===== src/rtl/core/l1nog_pkg.sv =====
package l1nog_pkg;

   // Grid dimensions and the width of one signed offset.
   localparam int DIMS    = 3;
   localparam int OFF_W   = 5;
   localparam int DIST_W  = 4;
   // Signed width of the budget left to a dimension: distance minus the
   // magnitudes of all earlier dimensions, plus one bit of headroom.
   localparam int BUD_W   = 8;

   localparam int REQ_DATA_W = 8;
   localparam int RSP_DATA_W = ((DIMS * OFF_W + 7) / 8) * 8;

   typedef logic signed [OFF_W-1:0] offset_type;
   typedef offset_type [DIMS-1:0]   point_type;

   typedef struct packed {
      logic      found;
      point_type point;
   } succ_type;

endpackage


===== src/rtl/core/l1nog_succ.sv =====
module l1nog_succ (
   input  l1nog_pkg::point_type          cur,
   input  logic [l1nog_pkg::DIST_W-1:0]  radius,
   output l1nog_pkg::succ_type           succ
);
   import l1nog_pkg::*;

   // The last dimension steps first; a dimension whose next value would
   // exceed the budget left by the earlier ones carries into the one before.
   always_comb begin
      logic                    found;
      point_type               nxt_pt;
      logic signed [BUD_W-1:0] budget;
      logic signed [BUD_W-1:0] val;
      logic signed [BUD_W-1:0] nxt;
      logic signed [BUD_W-1:0] mag;
      found  = 1'b0;
      nxt_pt = cur;
      for (int k = DIMS - 1; k >= 0; k--) begin
         budget = $signed({{(BUD_W-DIST_W){1'b0}}, radius});
         for (int j = 0; j < DIMS; j++) begin
            val = BUD_W'($signed(cur[j]));
            if (j < k) begin
               budget = budget - (val[BUD_W-1] ? -val : val);
            end
         end
         val = BUD_W'($signed(cur[k]));
         if (val == '0) begin
            nxt = BUD_W'(1);
         end else if (!val[BUD_W-1]) begin
            nxt = -val;
         end else begin
            nxt = -val + BUD_W'(1);
         end
         mag = nxt[BUD_W-1] ? -nxt : nxt;
         if (!found && (mag <= budget)) begin
            found     = 1'b1;
            nxt_pt[k] = nxt[OFF_W-1:0];
            for (int j = 0; j < DIMS; j++) begin
               if (j > k) begin
                  nxt_pt[j] = '0;
               end
            end
         end
      end
      succ.found = found;
      succ.point = nxt_pt;
   end

endmodule


===== src/rtl/core/l1_neighborhood_offset_generator.sv =====
// A word accepted on req is registered and appears on rsp in the next cycle.
// Throughput: one word per cycle while rsp is not stalled; the successor of the stored point and the
// look-ahead that flags the last point are both worked out in that cycle.
// Reset (synchronous, active high) clears the stored point and the run flag,
// empties the result register and sets the search distance to 1.
module l1_neighborhood_offset_generator (
   input  logic                               clock,
   input  logic                               reset,
   // csr_data: search_distance [3:0]
   input  logic                               csr_valid,
   output logic                               csr_ready,
   input  logic [l1nog_pkg::DIST_W-1:0]       csr_data,
   // req_tdata: restart [0], zero fill above
   input  logic                               req_tvalid,
   output logic                               req_tready,
   input  logic [l1nog_pkg::REQ_DATA_W-1:0]   req_tdata,
   // rsp_tdata: offset_dim0 [4:0], offset_dim1 [9:5], offset_dim2 [14:10],
   // zero fill above
   output logic                               rsp_tvalid,
   input  logic                               rsp_tready,
   output logic [l1nog_pkg::RSP_DATA_W-1:0]   rsp_tdata,
   // rsp_tuser: point_valid [0]
   output logic                               rsp_tuser,
   output logic                               rsp_tlast
);
   import l1nog_pkg::*;

   logic [DIST_W-1:0]     dist_ff;
   point_type             offset_ff, offset_in;
   logic                  active_ff, active_in;
   logic                  rsp_valid_ff, rsp_valid_in;
   logic [RSP_DATA_W-1:0] rsp_data_ff, rsp_data_in;
   logic                  rsp_user_ff, rsp_user_in;
   logic                  rsp_last_ff, rsp_last_in;

   logic      accept;
   logic      restart;
   logic      run;
   logic      valid;
   point_type start_pt;
   succ_type  step;
   succ_type  probe;

   assign csr_ready  = 1'b1;
   assign req_tready = !rsp_valid_ff || rsp_tready;
   assign accept     = req_tvalid && req_tready;
   assign restart    = req_tdata[0];

   assign start_pt = restart ? point_type'('0) : offset_ff;
   assign run      = restart || active_ff;

   l1nog_succ u_step (
      .cur    (start_pt),
      .radius (dist_ff),
      .succ   (step)
   );

   // Look one point ahead to tell whether the new point ends the run.
   l1nog_succ u_probe (
      .cur    (step.point),
      .radius (dist_ff),
      .succ   (probe)
   );

   assign valid = run && step.found;

   always_comb begin
      offset_in    = offset_ff;
      active_in    = active_ff;
      rsp_valid_in = rsp_valid_ff;
      rsp_data_in  = rsp_data_ff;
      rsp_user_in  = rsp_user_ff;
      rsp_last_in  = rsp_last_ff;
      if (rsp_tready) begin
         rsp_valid_in = 1'b0;
      end
      if (accept) begin
         // A failed step leaves the point as it was, zero after a restart.
         offset_in    = run ? step.point : offset_ff;
         active_in    = valid;
         rsp_valid_in = 1'b1;
         rsp_data_in  = '0;
         for (int j = 0; j < DIMS; j++) begin
            rsp_data_in[j*OFF_W +: OFF_W] = valid ? step.point[j] : offset_type'('0);
         end
         rsp_user_in = valid;
         rsp_last_in = valid && !probe.found;
      end
   end

   always_ff @(posedge clock) begin
      if (reset) begin
         dist_ff      <= DIST_W'(1);
         offset_ff    <= '0;
         active_ff    <= 1'b0;
         rsp_valid_ff <= 1'b0;
      end else begin
         if (csr_valid && csr_ready) begin
            dist_ff <= csr_data;
         end
         offset_ff    <= offset_in;
         active_ff    <= active_in;
         rsp_valid_ff <= rsp_valid_in;
      end
   end

   always_ff @(posedge clock) begin
      rsp_data_ff <= rsp_data_in;
      rsp_user_ff <= rsp_user_in;
      rsp_last_ff <= rsp_last_in;
   end

   assign rsp_tvalid = rsp_valid_ff;
   assign rsp_tdata  = rsp_data_ff;
   assign rsp_tuser  = rsp_user_ff;
   assign rsp_tlast  = rsp_last_ff;

endmodule


===== config.mk =====
export PLATFORM = sky130hd
export DESIGN_NAME = l1_neighborhood_offset_generator
export DESIGN_NICKNAME = d
export VERILOG_FILES = /design/src/rtl/core/l1nog_pkg.sv /design/src/rtl/core/l1nog_succ.sv /design/src/rtl/core/l1_neighborhood_offset_generator.sv
export SDC_FILE = /design/constraint.sdc
export NUM_CORES = 1
export LEC_CHECK = 0
export BUFFER_PORTS_ARGS = -buffer_cell sky130_fd_sc_hd__buf_2
export CORE_MARGIN = 1.5
export CORE_UTILIZATION = 65
export CTS_BUF_LIST = sky130_fd_sc_hd__clkbuf_4 sky130_fd_sc_hd__clkbuf_8
export DETAILED_ROUTE_END_ITERATION = 8
export GPL_ROUTABILITY_DRIVEN = 0
export PLACE_DENSITY_LB_ADDON = 0.05
export SLEW_MARGIN = 15
export SYNTH_ARGS = -nofsm -noshare
export SYNTH_HDL_FRONTEND = slang
export SYNTH_SLANG_ARGS = --single-unit

===== constraint.sdc =====
create_clock -name clock -period 23.6 [get_ports clock]
set_input_delay 0 -clock clock [delete_from_list [all_inputs] [get_ports clock]]
set_output_delay 0 -clock clock [all_outputs]
set_load 0.05 [all_outputs]

==> results.cfg, run 1 <==
[run_status]
status = completed

[sta]
timing.hold.ws_ns = 0.02837
hold_viol = 0
timing.slew.headroom_pct = 19.94
fin_setup_tns_ns = 0
fmax_mhz = 92.80
worstMarginPinSlew_ns = 1.167
setup-violations-final = 0
period_share_pct = 45.66
period_needed_ns = 10.78
grt_setup_unrepaired = no
final.setup_skew_ns = 0.01285
final_max_slew_viol_count = 0

[critical_path]
slowest_stage = or4b_2
worst-path-max-fanout = 14
crit_type = reg -> reg
r2r_end = rsp_tlast
cp_top_family = simple AND/OR/NAND/NOR gates
worstRegToRegCells = 41
reg2reg_from = offset_ff[0]
arrival_ns = 10.82
critPathRequiredTime_ns = 23.65
r2r_slack_ns = 12.82
cpPeakStageDelay_ns = 0.64
worstSetupStartpointType = register
critPathCaptureType = register
path_buf_inv = 1
cp_common_cell = ha_1

[floorplan]
die_w_um = 108.0
num_rows = 38
die_h_um = 108.0
dieArea_um2 = 11660
core-area_um2 = 10790
start_util_pct = 66.39
top_level_ports = 38

[job]
max-cap-violations = 0

[route]
final_antenna_net_count = 0
viasPerCell = 6.394
met1Wirelength_mm = 7.572
wl_per_cell_um = 16.87
wl_mm = 18.56
wl_met3_mm = 1.208
drc = 0
drtIter0Drc = 831
first_pass_iters = 8
wl_met2_mm = 9.152
routed.top_layer = met4
vias = 7033

[final_layout]
area_growth_pct = 4.959
drive_gt1_share_pct = 8.229
diodes = 0
final_core_util_pct = 69.68
nets = 1075
stdcell_area_um2 = 7521

[global_routing]
gr-total-overflow = 0
grtUsageTotal_pct = 32.49
grt_pass1_vias = 6758
antenna_found_initial = 0
grt_pass1_wl_mm = 30.90
grt_max_degree = 43

[clock_network]
h-tree-depth = 2
clk-insertion-delay-late_ns = 0.30
cts_buffers = 5
root_buffer = clkbuf_8
cts_tree = built
cts.sinks = 38
cts_buffer_depth = 2
clk_pin_slew_ns = 0.09

[synth]
synth_edf_count = 17
syn-cell-area_um2 = 7166
ys_seq_area_share_pct = 12.99
synthCells = 959
syn_area_per_cell_um2 = 7.472
yosys_warnings = 0
postSynth.asyncResetShare_pct = 0
synth-main-ff-cell = dfxtp_1
ys_ff_latch = 38
synth_cell_types = 89

[placement]
place_area_um2 = 7318
port_buffers = 28
dp_hpwl_mm = 14.73

[power_and_ir_drop]
power_per_cell_area_nw_per_um2 = 109.3
irDropWorstVdd_v = 0.00009305
p_leak_nw = 3.124

[min_path]
hold_end = rsp_tvalid
hp-class = in -> reg
worstHoldStart = rsp_tready
min_path_cells = 3
worst max-delay path by stage:
stage                       startpoint   endpoint  slack, ns  cells after the start
after floorplan           req_tdata[0]  rsp_tlast      13.98                     47
after global placement    req_tdata[0]  rsp_tlast      13.10                     45
after detailed placement  req_tdata[0]  rsp_tlast      12.85                     45
after CTS                 offset_ff[0]  rsp_tlast      12.90                     41
after global routing      offset_ff[0]  rsp_tlast      12.11                     41
final                     offset_ff[0]  rsp_tlast      12.82                     41
layout by cell type (no fill, tap or decap), drive strengths merged, types with 6 or more instances in the layout:
cell type and instances:
a211oi 16, a21o 16, a21oi 56, a31oi 7, and2 9, and3 8, buf 35, clkbuf 6
dfxtp 21, dlygate4sd3 6, edfxtp 17, ha 95, inv 72, maj3 6, mux2 9, mux2i 14
nand2 84, nand2b 16, nand3 24, nand4 12, nor2 102, nor2b 20, nor3 25, nor3b 8
nor4 12, o211ai 8, o21a 13, o21ai 41, o31a 6, or3 11, xnor2 63, xor2 24
area by class of cell:
| type | instances | area (um^2) |
|---|---|---|
| Clock buffer | 6 | 82.58 |
| Clock inverter | 2 | 60.06 |
| Fill cell | 901 | 3272 |
| Inverter | 72 | 270.3 |
| Multi-Input combinational cell | 801 | 5749 |
| Sequential cell | 38 | 930.9 |
| Tap cell | 140 | 175.2 |
| Timing Repair Buffer | 41 | 252.7 |
state kept, by name, summed over array words and instances (netlist names):
register and cells:
rsp_tdata 15, rsp_tlast 1, rsp_tuser 1, active_ff 1, dist_ff 4, rsp_tvalid 1, offset_ff 15
tightest hold or removal path: cells and delay by family:
family	cells	cell delay, ns
compound gates	1	0.08
simple gates	1	0.13
buf+inv	1	0.07
report_power, final:
group	internal, W	switching [W]
registers	0.0000763	0.00000563
logic	0.000274	0.000395
clock network	0.0000451	0.0000257
total	0.000396	0.000426
through the flow:
stage	instances	setup slack [ns]	total power [W]
after detailed placement	1086	12.85	0.0007376
after global placement	1086	13.10	0.0007059
after global routing	1100	12.11	0.0009009
after CTS	1100	12.90	0.0008137
final	1100	12.82	0.0008219
after floorplan	961	13.98	0.0006060
cells in the mapped netlist, drive strengths merged (13+ instances only):
cell type / n / share of area, %
a21oi: 56 / 4.0
buf: 20 / 1.6
clkbuf: 30 / 1.6
nor2: 102 / 5.3
xnor2: 63 / 7.7
a211oi: 16 / 1.7
edfxtp: 17 / 7.1
inv: 72 / 3.8
nand2b: 16 / 1.4
ha: 95 / 17
o21a: 13 / 1.4
mux2i: 14 / 2.0
dfxtp: 21 / 5.9
a21o: 16 / 1.7
o21ai: 41 / 2.9
nand2: 84 / 4.4
xor2: 24 / 2.9
nor3: 25 / 1.7
nand3: 24 / 1.7
nor2b: 20 / 1.7
cell families (layout without fill, tap and decap cells):
logic type	Yosys count	in the layout	synth area share (%)
AND/OR/NAND/NOR	358	358	25.44
AO/OA/AOI/OAI	222	222	21.29
buffers and inverters	122	121	6.949
adder cells (fa/ha/maj)	105	105	18.54
XOR/XNOR	89	89	11.26
flip-flops	38	38	12.99
multiplexers	23	23	3.422
other	2	4	0.1048
per-layer routing:
layer  vias up  GRT usage (%)
met1      3255          39.98
met4         0          12.97
li1       3419              -
met3        60          2.954
met5         -              0
met2       299          58.18
what timing repair did:
action                    in CTS  in global routing
gates resized for setup        0                  0
hold buffers                   6                  0
hold endpoints to repair       5                  0
buffers inserted               0                  0
No activity file was read; power rests on OpenSTA's default activity.
==> inputs of run 2 (changes only) <==
clock period = 9.96 ns   (was 23.6 ns; I/O delays follow)
==> run 2 against run 1 <==
Compared with the run above: clock skew fell by 0.0050 ns; largest cell class unchanged; non-clock buffer count rose by 20; die area did not move; hold slack improved by 0.0012 ns; critical endpoint unchanged; first-iteration DRC count fell by 11%; total power rose by 140%; clock power rose by 100%; flip-flop and latch count did not move; highest routed layer unchanged.
==> results.cfg, run 2 (same netlist as run 1, synthesis figures left out) <==
[sta]
final.setup_skew_ns = 0.007857
worstMarginPinSlew_ns = 0.7369
setup-violations-final = 0
fmax_mhz = 105.2
final_max_slew_viol_count = 0
fin_setup_tns_ns = 0
grt_setup_unrepaired = no
timing.hold.ws_ns = 0.02960
period_share_pct = 95.42
timing.slew.headroom_pct = 50.23
hold_viol = 0
period_needed_ns = 9.503

[floorplan]
dieArea_um2 = 11660
top_level_ports = 38
core-area_um2 = 10790
die_w_um = 108.0
die_h_um = 108.0
start_util_pct = 66.39
num_rows = 38

[critical_path]
critPathCaptureType = register
crit_type = reg -> reg
cp_common_cell = ha_1
reg2reg_from = offset_ff[5]
cpPeakStageDelay_ns = 0.55
slowest_stage = dfxtp_1
r2r_end = rsp_tlast
crit_path_start = offset_ff[5]
arrival_ns = 9.62
worstSetupStartpointType = register
r2r_slack_ns = 0.46
critPathRequiredTime_ns = 10.08
worstRegToRegCells = 36
worst-path-max-fanout = 13

[power_and_ir_drop]
power_per_cell_area_nw_per_um2 = 255.7
p_leak_nw = 3.228
finalPower_w = 0.001980
irDropWorstVdd_v = 0.0002558

[placement]
dp_hpwl_mm = 14.92
port_buffers = 28

[global_routing]
grt_pass1_vias = 6777
grt_pass1_wl_mm = 31.13
antenna_found_initial = 0
grt_max_degree = 42
gr-total-overflow = 0
grtUsageTotal_pct = 32.73

[route]
wl_mm = 19.25
final_antenna_net_count = 0
viasPerCell = 6.404
drc = 0
wl_per_cell_um = 17.19
vias = 7173
drtIter0Drc = 738
first_pass_iters = 6

[min_path]
min_path_cells = 3
hold_end = rsp_tvalid
hp-class = in -> reg
worstHoldStart = rsp_tready

[clock_network]
cts_buffers = 5
clk_pin_slew_ns = 0.08
clk-insertion-delay-late_ns = 0.29
h-tree-depth = 2
cts_buffer_depth = 2
cts.sinks = 38
root_buffer = clkbuf_8
cts_tree = built

[job]
max-cap-violations = 0

[final_layout]
drive_gt1_share_pct = 11.63
regArea_um2 = 930.9
area_growth_pct = 8.032
nets = 1095
final_core_util_pct = 71.73
layout_common_cells = nor2_1 (101), ha_1 (93), nand2_1 (83), inv_1 (71), xnor2_1 (62)
diodes = 0
nFillCells = 846
final_common_cell = nor2_1
multiInputGateArea_um2 = 5833

[run_status]
status = completed
## run 2: cell count changes in the layout (fill, tap and decap cells not counted), moves of 2 or more
cell	change
a21oi_1	-3
a21oi_2	+3
buf_4	+18
ha_1	-2
nand3_1	-2
nand3_2	+2
## run 2: worst max-delay path, delay by kind of cell, from the launching register on
kind                     cells  cell delay [ns]
AND/OR/NAND/NOR             14             2.98
adder cells (fa/ha/maj)      6             2.03
flip-flops                   1             0.55
buffers and inverters        2             0.38
AO/OA/AOI/OAI               12             2.86
XOR/XNOR                     1             0.16
multiplexers                 1             0.38
## run 2: cell type report
type / count / share of cell area (%)
clock inverters: 1 / 0.3879
repair buffers: 61 / 5.318
flip-flops and latches: 38 / 12.03
well taps: 140 / 2.263
multi-input cells: 801 / 75.35
clock buffers: 7 / 1.164
inverters: 72 / 3.491
## run 2: worst max-delay path by stage
stage           endpoint  slack [ns]  cells past startpoint
3_3_place_gp   rsp_tlast        0.45                     43
3_5_place_dp   rsp_tlast        0.11                     44
6_report       rsp_tlast        0.46                     36
5_1_grt        rsp_tlast        0.01                     42
2_1_floorplan  rsp_tlast        0.34                     47
4_1_cts        rsp_tlast        0.08                     42
## run 2: metrics by stage
stage | setup slack [ns] | instances | cell area (um^2)
floorplan | 0.3445 | 961 | 7173
global placement | 0.4507 | 1098 | 7408
detailed placement | 0.1105 | 1098 | 7408
CTS | 0.08320 | 1112 | 7589
global route | 0.01237 | 1120 | 7741
finish | 0.4566 | 1120 | 7741
## run 2: where the power goes
part | internal, W | leakage, nW | switching [W]
clock network | 0.0000845 | 0.0619 | 0.0000590
registers | 0.000181 | 0.343 | 0.0000119
logic | 0.000686 | 2.82 | 0.000958
## run 2: timing repair
item	in CTS	in global routing
setup endpoints to repair	0	1
gates resized for setup	0	18
endpoints found under the hold margin	5	0
setup buffers	0	8
hold buffers	6	0
## run 2: layer usage
layer,vias up,GRT usage (%),share of wire (%)
li1,3453,-,-
met2,316,59.99,50
met3,50,3.978,6.6
met5,-,0,0
met1,3354,39.47,41
met4,0,10.62,2.7
==> inputs of run 3 (changes only) <==
BUFFER_PORTS_ARGS = -buffer_cell sky130_fd_sc_hd__buf_4   (was -buffer_cell sky130_fd_sc_hd__buf_2)
==> run 3 against run 2 <==
Compared with the run above: hold slack got worse by 0.022 ns; sequential power barely moved; first-iteration DRC count rose by 3.0%; core utilization rose by 0.31 points; combinational power barely moved; count of clock-buffer cells in the layout fell by 2; clock power rose by 15%; total power rose by 0.72%; cell count fell by 0.36%; clock skew barely moved; non-clock buffer count fell by 4.
==> results.cfg, run 3 (same netlist as run 1, synthesis figures left out) <==
[floorplan]
core-area_um2 = 10790
top_level_ports = 38
die_h_um = 108.0
dieArea_um2 = 11660
die_w_um = 108.0
start_util_pct = 66.39
num_rows = 38

[clock_network]
clk-insertion-delay-late_ns = 0.31
clk_pin_slew_ns = 0.09
cts_buffer_depth = 2
cts_tree = built
cts_buffers = 5
root_buffer = clkbuf_8
h-tree-depth = 2
cts.sinks = 38

[critical_path]
reg2reg_from = offset_ff[0]
cp_num_cells = 41
arrival_ns = 9.61
cp_top_family = compound AO/OA/AOI/OAI gates
critPathCaptureType = register
critPathRequiredTime_ns = 10.09
slowest_stage = or4_4
crit_type = reg -> reg
worst-path-max-fanout = 8
worstRegToRegCells = 41
path_buf_inv = 2
crit_path_start = offset_ff[0]
cp_common_cell = ha_1
worstSetupStartpointType = register
cpPeakStageDelay_ns = 0.58

[power_and_ir_drop]
p_int_w = 0.0009680
swShare_pct = 51.45
p_leak_nw = 3.226
clkPwrFrac_pct = 8.2
seqPwrFrac_pct = 9.7
power_per_cell_area_nw_per_um2 = 256.4
finalPower_w = 0.001994
combPwrFrac_pct = 82.1
irDropWorstVdd_v = 0.0002335
p_sw_w = 0.001026

[sta]
fmax_mhz = 105.5
setup-violations-final = 0
period_share_pct = 95.20
period_needed_ns = 9.482
timing.slew.headroom_pct = 44.90
hold_viol = 0
final_max_slew_viol_count = 0
fin_setup_tns_ns = 0
final.setup_skew_ns = 0.008094
timing.hold.ws_ns = 0.007618
fin_ws_ns = 0.4779
worstMarginPinSlew_ns = 0.8206

[global_routing]
gr-max-usage-layer = met2
grt_use_met3_pct = 4.400
gr-total-overflow = 0
grt_use_met1_pct = 39.93
grtUsageMet2_pct = 61.35
grt_pass1_wl_mm = 31.68
grtUsageTotal_pct = 33.56
antenna_found_initial = 0
grt_max_degree = 42
grt_pass1_vias = 6827

[job]
max-cap-violations = 0

[route]
viasPerCell = 6.380
drtIter0Drc = 760
vias = 7120
final_antenna_net_count = 0
drc = 0
wl_per_cell_um = 17.34
first_pass_iters = 8
wl_mm = 19.35

[final_layout]
nFillCells = 868
drive_gt1_share_pct = 11.07
area_growth_pct = 8.504
diodes = 0
final_common_cell = nor2_1
nets = 1091
layout_common_cells = nor2_1 (101), ha_1 (94), nand2_1 (84), inv_1 (71), xnor2_1 (62)

[placement]
port_buffers = 28
dp_hpwl_mm = 15.19
post-place-ws_ns = 0.1749

[run_status]
status = completed

[min_path]
hp-class = in -> reg
min_path_cells = 3
worstHoldStart = csr_valid
## run 3: repair_timing
item,CTS,global route
endpoints found under the setup margin,0,1
endpoints found under the hold margin,5,0
hold buffers,7,0
buffers inserted,0,1
gates resized for setup,0,16
## run 3: per-layer routing
| metal | up-vias | wire length, um |
|---|---|---|
| met2 | 286 | 9687 |
| met3 | 47 | 1220 |
| met1 | 3338 | 7861 |
| li1 | 3449 | - |
| met4 | 0 | 582 |
| met5 | - | 0 |
## run 3: through the flow
step | utilization [%] | cells | cell area [um^2]
2_1_floorplan | - | 961 | 7173
6_report | 72.04 | 1116 | 7775
3_3_place_gp | 69.43 | 1100 | 7493
5_1_grt | 72.04 | 1116 | 7775
4_1_cts | 71.35 | 1115 | 7701
3_5_place_dp | 69.43 | 1100 | 7493
## run 3: cell type report
type / count / area, um^2 / area share [%]
timing repair buffer: 57 / 445.4 / 5.729
inverter: 72 / 270.3 / 3.476
multi-input combinational: 801 / 5816 / 74.80
clock buffer: 5 / 68.82 / 0.8851
tap: 140 / 175.2 / 2.253
clock inverter: 3 / 68.82 / 0.8851
sequential: 38 / 930.9 / 11.97
## run 3: tightest hold or removal path: cells and delay by family
kind | cells | cell delay, ns
AND/OR/NAND/NOR | 1 | 0.08
multiplexers | 1 | 0.08
buffers and inverters | 1 | 0.13
## run 3: worst paths after layout
kind	endpoint	slack, ns
worst min register to register	rsp_tvalid	0.54
worst min-delay path	dist_ff[3]	0.008
worst max register to register	rsp_tlast	0.48
worst max-delay path	rsp_tlast	0.48
## run 3: power groups by stage
stage	combinational, W	clock [W]	sequential (W)
detailed placement	0.00158	0	0.000196
finish	0.00164	0.000164	0.000193
global placement	0.00151	0	0.000196
floorplan	0.00121	0	0.000223
global route	0.00183	0.000170	0.000195
CTS	0.00159	0.000164	0.000193
